<file path="config.mk">
export PLATFORM = sky130hd
export DESIGN_NAME = scalar_kalman_filter_core
export DESIGN_NICKNAME = d
export VERILOG_FILES = /design/src/hw/rtl/skf_pkg.sv /design/src/hw/rtl/scalar_kalman_filter_core.sv
export SDC_FILE = /design/constraint.sdc
export NUM_CORES = 2
export LEC_CHECK = 0
export BUFFER_PORTS_ARGS = -buffer_cell sky130_fd_sc_hd__buf_2
export CAP_MARGIN = 0
export CORE_ASPECT_RATIO = 1.5
export CORE_MARGIN = 5
export CORE_UTILIZATION = 30
export CTS_CLUSTER_DIAMETER = 200
export DETAILED_ROUTE_END_ITERATION = 6
export PLACE_DENSITY_LB_ADDON = 0.08
export SYNTH_ARGS = -nofsm -noshare
export SYNTH_HDL_FRONTEND = slang
export SYNTH_SLANG_ARGS = --single-unit
</file>
<file path="constraint.sdc">
create_clock -name clk -period 14 [get_ports clk]
set_clock_uncertainty 0.1 [all_clocks]
set_input_delay 2.1 -clock clk [delete_from_list [all_inputs] [get_ports clk]]
set_output_delay 2.1 -clock clk [all_outputs]
set_load 0.02 [all_outputs]
</file>
<file path="src/hw/rtl/skf_pkg.sv">
package skf_pkg;

    localparam int unsigned FRAC_BITS = 16;
    localparam logic [31:0] ONE_Q     = 32'd1 << FRAC_BITS;

    localparam int unsigned SERIAL_STEPS = 33;
    localparam int unsigned CNT_W        = $clog2(SERIAL_STEPS);

    localparam logic [1:0] CFG_MEAS_VAR   = 2'd0;
    localparam logic [1:0] CFG_MOTION_VAR = 2'd1;
    localparam logic [1:0] CFG_INIT_MEAN  = 2'd2;
    localparam logic [1:0] CFG_INIT_VAR   = 2'd3;

    typedef enum logic [2:0] {
        ST_IDLE,
        ST_PRIOR,
        ST_ABS,
        ST_MUL,
        ST_DIV,
        ST_ROUND,
        ST_FUSE,
        ST_PRED
    } skf_state_t;

endpackage

</file>
<file path="src/hw/rtl/scalar_kalman_filter_core.sv">
// Channel   Direction  tdata (lowest bit up)                           tuser
// s_axis    in         measured_value[31:0], motion_step[63:32]        restart
// m_axis    out        estimate_mean[31:0], estimate_variance[63:32]   saturated
// cfg       in         cfg_addr selects register, cfg_wdata[31:0]      -
//
// Each item runs through two 33-step bit-serial loops (shift-add multiply,
// then restoring divide) plus six further steps (accept, prior, magnitude,
// round, fuse, predict), one item at a time.
// s_axis_tready is high only between items; the result register frees the
// core while a result waits, and a held result stalls the last step only.
// rst_n clears the control state and loads the register defaults at once.
module scalar_kalman_filter_core (
    input  logic        clk,
    input  logic        rst_n,
    input  logic        s_axis_tvalid,
    output logic        s_axis_tready,
    input  logic [63:0] s_axis_tdata,   // measured_value, motion_step
    input  logic        s_axis_tuser,   // restart
    output logic        m_axis_tvalid,
    input  logic        m_axis_tready,
    output logic [63:0] m_axis_tdata,   // estimate_mean, estimate_variance
    output logic        m_axis_tuser,   // saturated
    input  logic        cfg_we,
    input  logic [1:0]  cfg_addr,
    input  logic [31:0] cfg_wdata
);
    import skf_pkg::*;

    localparam logic [CNT_W-1:0] CNT_LAST = CNT_W'(SERIAL_STEPS - 1);

    skf_state_t state_reg, state_next;
    logic [CNT_W-1:0] cnt_reg;
    logic        m_tvalid_reg;
    logic        loaded_reg;
    logic [31:0] held_mean_reg, held_var_reg;
    logic [31:0] meas_var_reg, motion_var_reg, init_mean_reg, init_var_reg;

    logic [31:0] z_reg, motion_reg, mu_reg, p_reg, r_reg, fused_reg;
    logic        restart_reg, neg_reg;
    logic [32:0] s_reg, d_reg;
    logic [32:0] mh_reg, ml_reg, vh_reg, vl_reg;
    logic [31:0] out_mean_reg, out_var_reg;
    logic        out_sat_reg;

    logic        in_fire, out_free, pred_fire;
    logic [31:0] prior_mu, prior_p, r_eff;
    logic [33:0] m_sum, v_sum, m_rem2, v_rem2;
    logic [34:0] m_diff, v_diff;
    logic        m_ge, v_ge, m_up, v_up;
    logic [33:0] fused_full;
    logic [32:0] mean_full, var_full;
    logic [31:0] mean_sat, var_sat;
    logic        mean_ovf, var_ovf;

    assign in_fire   = s_axis_tvalid && s_axis_tready;
    assign out_free  = !m_tvalid_reg || m_axis_tready;
    assign pred_fire = (state_reg == ST_PRED) && out_free;

    assign s_axis_tready = (state_reg == ST_IDLE);
    assign m_axis_tvalid = m_tvalid_reg;
    assign m_axis_tdata  = {out_var_reg, out_mean_reg};
    assign m_axis_tuser  = out_sat_reg;

    assign prior_mu = (restart_reg || !loaded_reg) ? init_mean_reg : held_mean_reg;
    assign prior_p  = (restart_reg || !loaded_reg) ? init_var_reg : held_var_reg;
    assign r_eff    = (meas_var_reg == 32'd0) ? 32'd1 : meas_var_reg;

    assign m_sum = {1'b0, mh_reg} + (ml_reg[0] ? {2'b00, p_reg} : 34'd0);
    assign v_sum = {1'b0, vh_reg} + (vl_reg[0] ? {2'b00, p_reg} : 34'd0);

    assign m_rem2 = {mh_reg, ml_reg[32]};
    assign v_rem2 = {vh_reg, vl_reg[32]};
    assign m_diff = {1'b0, m_rem2} - {2'b00, s_reg};
    assign v_diff = {1'b0, v_rem2} - {2'b00, s_reg};
    assign m_ge   = !m_diff[34];
    assign v_ge   = !v_diff[34];

    assign m_up = ({mh_reg, 1'b0} >= {1'b0, s_reg});
    assign v_up = ({vh_reg, 1'b0} >= {1'b0, s_reg});

    assign fused_full = neg_reg ? ({{2{mu_reg[31]}}, mu_reg} - {1'b0, ml_reg})
                                : ({{2{mu_reg[31]}}, mu_reg} + {1'b0, ml_reg});

    assign mean_full = {fused_reg[31], fused_reg} + {motion_reg[31], motion_reg};
    assign mean_ovf  = (mean_full[32] != mean_full[31]);
    assign mean_sat  = mean_ovf ? (mean_full[32] ? 32'h8000_0000 : 32'h7FFF_FFFF)
                                : mean_full[31:0];
    assign var_full  = {1'b0, vl_reg[31:0]} + {1'b0, motion_var_reg};
    assign var_ovf   = var_full[32];
    assign var_sat   = var_ovf ? 32'hFFFF_FFFF : var_full[31:0];

    always_comb
    begin
        state_next = state_reg;
        unique case (state_reg)
            ST_IDLE:
            begin
                if (in_fire)
                begin
                    state_next = ST_PRIOR;
                end
            end
            ST_PRIOR: state_next = ST_ABS;
            ST_ABS:   state_next = ST_MUL;
            ST_MUL:
            begin
                if (cnt_reg == CNT_LAST)
                begin
                    state_next = ST_DIV;
                end
            end
            ST_DIV:
            begin
                if (cnt_reg == CNT_LAST)
                begin
                    state_next = ST_ROUND;
                end
            end
            ST_ROUND: state_next = ST_FUSE;
            ST_FUSE:  state_next = ST_PRED;
            ST_PRED:
            begin
                if (out_free)
                begin
                    state_next = ST_IDLE;
                end
            end
            default:  state_next = ST_IDLE;
        endcase
    end

    always_ff @(posedge clk or negedge rst_n)
    begin
        if (!rst_n)
        begin
            state_reg <= ST_IDLE;
        end
        else
        begin
            state_reg <= state_next;
        end
    end

    always_ff @(posedge clk or negedge rst_n)
    begin
        if (!rst_n)
        begin
            cnt_reg        <= '0;
            m_tvalid_reg   <= 1'b0;
            loaded_reg     <= 1'b0;
            held_mean_reg  <= 32'd0;
            held_var_reg   <= 32'd0;
            meas_var_reg   <= ONE_Q;
            motion_var_reg <= ONE_Q;
            init_mean_reg  <= 32'd0;
            init_var_reg   <= ONE_Q;
        end
        else
        begin
            if (cfg_we)
            begin
                unique case (cfg_addr)
                    CFG_MEAS_VAR:   meas_var_reg   <= cfg_wdata;
                    CFG_MOTION_VAR: motion_var_reg <= cfg_wdata;
                    CFG_INIT_MEAN:  init_mean_reg  <= cfg_wdata;
                    CFG_INIT_VAR:   init_var_reg   <= cfg_wdata;
                    default:        meas_var_reg   <= meas_var_reg;
                endcase
            end

            if ((state_reg == ST_MUL) || (state_reg == ST_DIV))
            begin
                cnt_reg <= (cnt_reg == CNT_LAST) ? '0 : cnt_reg + 1'b1;
            end
            else
            begin
                cnt_reg <= '0;
            end

            if (pred_fire)
            begin
                m_tvalid_reg  <= 1'b1;
                held_mean_reg <= mean_sat;
                held_var_reg  <= var_sat;
                loaded_reg    <= 1'b1;
            end
            else if (m_tvalid_reg && m_axis_tready)
            begin
                m_tvalid_reg <= 1'b0;
            end
        end
    end

    always_ff @(posedge clk)
    begin
        if (in_fire)
        begin
            z_reg       <= s_axis_tdata[31:0];
            motion_reg  <= s_axis_tdata[63:32];
            restart_reg <= s_axis_tuser;
        end

        unique case (state_reg)
            ST_PRIOR:
            begin
                mu_reg <= prior_mu;
                p_reg  <= prior_p;
                r_reg  <= r_eff;
                s_reg  <= {1'b0, prior_p} + {1'b0, r_eff};
                d_reg  <= {z_reg[31], z_reg} - {prior_mu[31], prior_mu};
            end
            ST_ABS:
            begin
                neg_reg <= d_reg[32];
                mh_reg  <= 33'd0;
                ml_reg  <= d_reg[32] ? (33'd0 - d_reg) : d_reg;
                vh_reg  <= 33'd0;
                vl_reg  <= {1'b0, r_reg};
            end
            ST_MUL:
            begin
                mh_reg <= m_sum[33:1];
                ml_reg <= {m_sum[0], ml_reg[32:1]};
                vh_reg <= v_sum[33:1];
                vl_reg <= {v_sum[0], vl_reg[32:1]};
            end
            ST_DIV:
            begin
                mh_reg <= m_ge ? m_diff[32:0] : m_rem2[32:0];
                ml_reg <= {ml_reg[31:0], m_ge};
                vh_reg <= v_ge ? v_diff[32:0] : v_rem2[32:0];
                vl_reg <= {vl_reg[31:0], v_ge};
            end
            ST_ROUND:
            begin
                ml_reg <= ml_reg + {32'd0, m_up};
                vl_reg <= vl_reg + {32'd0, v_up};
            end
            ST_FUSE:
            begin
                fused_reg <= fused_full[31:0];
            end
            ST_PRED:
            begin
                if (out_free)
                begin
                    out_mean_reg <= mean_sat;
                    out_var_reg  <= var_sat;
                    out_sat_reg  <= mean_ovf || var_ovf;
                end
            end
            default:
            begin
                fused_reg <= fused_reg;
            end
        endcase
    end

endmodule
</file>
==> results.py <==
metrics = {
    "run_status": {
        "status": "completed",
    },
    "worst_setup_path": {
        "r2r-start": "ml_reg[1]$_DFFE_PP_",
        "reg2reg_depth": 20,
        "worstSetupStartpoint": "ml_reg[1]$_DFFE_PP_",
        "path_buf_inv": 1,
        "critPathKind": "flip-flop to flip-flop",
        "worstSetupEndpointType": "flip-flop",
        "required_ns": 14.31,
        "cp_slowest_cell": "nor4_1",
        "crit_path_start_kind": "flip-flop",
        "crit_end": "fused_reg[30]$_DFFE_PP_",
        "cp.arrival_ns": 6.22,
        "path_max_fanout": 10,
        "crit_family": "simple AND/OR/NAND/NOR gates",
        "rr_endpoint": "fused_reg[30]$_DFFE_PP_",
        "path_cells": "inv_1 -> ha_1 -> nand2_1 -> nor4_1 -> nand3b_1 -> nor2_1 -> nand3b_1 -> nor4_1 -> nor2_1 -> xnor2_1 -> ha_1 -> or3_1 -> a211oi_1 -> o21ai_0 -> a31oi_1 -> o21ai_0 -> and2_1 -> o31a_1 -> mux2i_1 -> nand2_1",
        "cp_num_cells": 20,
        "critPathMaxStageDelay_ns": 0.85,
        "ff2ff_setup_slack_ns": 8.09,
    },
    "sta": {
        "setup_viol": 0,
        "finalHoldViolations": 0,
        "finalWorstSetupSlack_ns": 8.09,
        "fin_crit_ns": 5.91,
        "fin_setup_tns_ns": 0,
        "maxSlewHeadroom": 0.263,
        "max_freq_mhz": 169,
        "hold_ws_ns": 0.384,
        "period_share": 0.422,
        "slew_viol_final": 0,
        "worst_slew_pin_slew_ns": 1.10,
        "rsz0062_at_grt": "no",
    },
    "floorplanning": {
        "ios": 171,
        "chipHeight_microns": 475,
        "dieArea_sq_um": 152000,
        "row_count": 170,
        "core_area_sq_um": 143000,
        "die_width_microns": 320,
        "start_util": 0.302,
    },
    "logic_synthesis": {
        "synthDistinctLibCells": 103,
        "synthArstFlopShare": 0.308,
        "postSynthAreaPerCell_sq_um": 10.2,
        "syn_area_sq_um": 43200,
        "synth_edf_count": 457,
        "synthFlopType": "edfxtp_1",
        "synthCells": 4248,
        "ys_seq_elements": 660,
        "synth-seq-area-share": 0.435,
        "syn_nets": 4661,
        "ys_warn_count": 0,
    },
    "place": {
        "preCtsSetupSlack_ns": 8.07,
        "placed_area_sq_um": 46000,
        "place.port_buffers": 170,
        "place_congestion": 0.937,
        "dp_hpwl_mm": 114,
    },
    "clock_network": {
        "cts.clk_slew.worst_paths_ns": 0.06,
        "holdBufCountCts": 0,
        "post_cts_buffers": 0,
        "cts.sinks": 660,
        "clk_latency_ns": 0.68,
        "cts_resized": 0,
        "root_buffer": "clkbuf_16",
        "clockBufferDepth": 3,
        "numCtsBuffers": 78,
        "cts_tree": "yes",
        "h-tree-depth": 3,
    },
    "global_route": {
        "grt_pass1_wl_mm": 218,
        "overflow": 0,
        "first_global_vias": 35000,
        "grt_usage": 0.189,
        "grt_max_degree": 68,
        "antenna_found_initial": 8,
    },
    "min_path": {
        "hp-class": "flip-flop to flip-flop",
    },
    "cells_and_area": {
        "mostFrequentLayoutCell": "edfxtp_1",
        "fillers": 14700,
        "final_core_util": 0.339,
        "final_area_sq_um": 48600,
        "final_cell_mix": "edfxtp_1 (457), a21oi_1 (361), ha_1 (300)",
        "drive_above_1_share": 0.138,
        "area.growth.synth_to_final_pct": 12.4,
        "nets": 4743,
    },
    "power": {
        "power.leakage_nw": 19.6,
        "ir_drop_mv": 0.0931,
        "power_density_nw_per_um2": 103,
    },
    "job": {
        "drv_cap": 0,
    },
    "routing": {
        "drt-total-wl_mm": 147,
        "dr_total_vias": 33000,
        "post-route-drc-count": 0,
        "wl_per_cell_microns": 23.4,
        "detail-route-antenna-nets": 0,
        "via_per_inst": 5.25,
        "drtPass1Iterations": 6,
        "drt-initial-drc-count": 1460,
    },
}
-- synth_stat cells, types with 9 or more instances --
cell type | number | area [sq um]
a221oi_1 | 26 | 228
a211o_1 | 11 | 96.3
o221ai_1 | 11 | 96.3
xor2_1 | 127 | 1110
a21boi_0 | 12 | 90.1
clkbuf_1 | 175 | 657
a21o_1 | 137 | 1030
and3_1 | 36 | 225
a222oi_1 | 23 | 230
o31ai_1 | 19 | 143
mux2i_1 | 68 | 681
o22ai_1 | 52 | 325
o21bai_1 | 43 | 323
edfxtp_1 | 457 | 13700
and4_1 | 9 | 78.8
o41ai_1 | 11 | 96.3
a211oi_1 | 35 | 263
nand2_1 | 270 | 1010
mux2_2 | 191 | 2150
buf_2 | 19 | 95.1
nor2b_1 | 44 | 275
or2_2 | 9 | 56.3
o211ai_1 | 19 | 143
nor2_1 | 282 | 1060
xnor2_1 | 226 | 1980
fa_1 | 9 | 180
buf_1 | 18 | 67.6
nand3_1 | 89 | 445
o21a_1 | 35 | 263
inv_1 | 176 | 661
dfrtp_1 | 200 | 5000
or3_1 | 15 | 93.8
o21ai_1 | 17 | 85.1
a32oi_1 | 14 | 123
and2_1 | 93 | 582
nand4_1 | 46 | 288
a22oi_1 | 12 | 90.1
ha_1 | 300 | 3750
a31oi_1 | 74 | 463
nor4_1 | 26 | 163
nor3_1 | 54 | 270
o21ai_0 | 213 | 1070
a21oi_1 | 361 | 1810
nand2b_1 | 47 | 294
-- layout make-up --
type / count / area (sq um) / share of cell area
timing repair buffer: 220 / 1240 / 0.0254
multi-input combinational: 3192 / 22900 / 0.472
clock buffer: 113 / 2290 / 0.0471
clock inverter: 33 / 272 / 0.00559
tap: 1892 / 2370 / 0.0487
inverter: 178 / 668 / 0.0138
antenna: 1 / 2.50 / 0.0000515
sequential: 660 / 18800 / 0.387
-- cells by family after synthesis --
kind of cell    Yosys count  synth area share
compound gates         1211             0.181
simple gates           1060             0.120
flops                   660             0.435
buf+inv                 396            0.0357
xor+xnor                353            0.0716
fa+ha+maj               309            0.0910
mux                     259            0.0655
-- metrics by stage --
step	instances	power (mW)
after floorplan	4248	2.73
after global placement	6142	2.97
after detailed placement	6142	2.97
after CTS	6288	5.12
after global routing	6289	5.25
final	6289	5.02
-- routing by layer --
metal	wire [microns]	share of wire	vias up	global-route usage
met2	81200	0.55	586	0.377
met1	56600	0.38	16200	0.202
met5	0	0	-	0
met3	3750	0.025	224	0.0165
li1	-	-	16000	-
met4	5820	0.040	0	0.0744
-- worst min-delay path by stage --
stage / start / end / slack (ns) / depth (start not counted)
2_1_floorplan: loaded_reg$_DFFE_PN0P_ / loaded_reg$_DFFE_PN0P_ / 0.33 / 1
6_report: loaded_reg$_DFFE_PN0P_ / loaded_reg$_DFFE_PN0P_ / 0.38 / 1
3_3_place_gp: loaded_reg$_DFFE_PN0P_ / loaded_reg$_DFFE_PN0P_ / 0.36 / 1
5_1_grt: loaded_reg$_DFFE_PN0P_ / loaded_reg$_DFFE_PN0P_ / 0.39 / 1
3_5_place_dp: loaded_reg$_DFFE_PN0P_ / loaded_reg$_DFFE_PN0P_ / 0.37 / 1
4_1_cts: loaded_reg$_DFFE_PN0P_ / loaded_reg$_DFFE_PN0P_ / 0.39 / 1
-- power by group --
group | total [mW] | leakage (nW) | internal [mW] | switching (mW)
Combinational | 0.669 | 11.6 | 0.274 | 0.395
Clock | 2.10 | 1.27 | 1.17 | 0.928
Sequential | 2.25 | 6.67 | 2.19 | 0.0609
Total | 5.02 | 19.6 | 3.64 | 1.38
No activity file was read; power rests on OpenSTA's default activity.
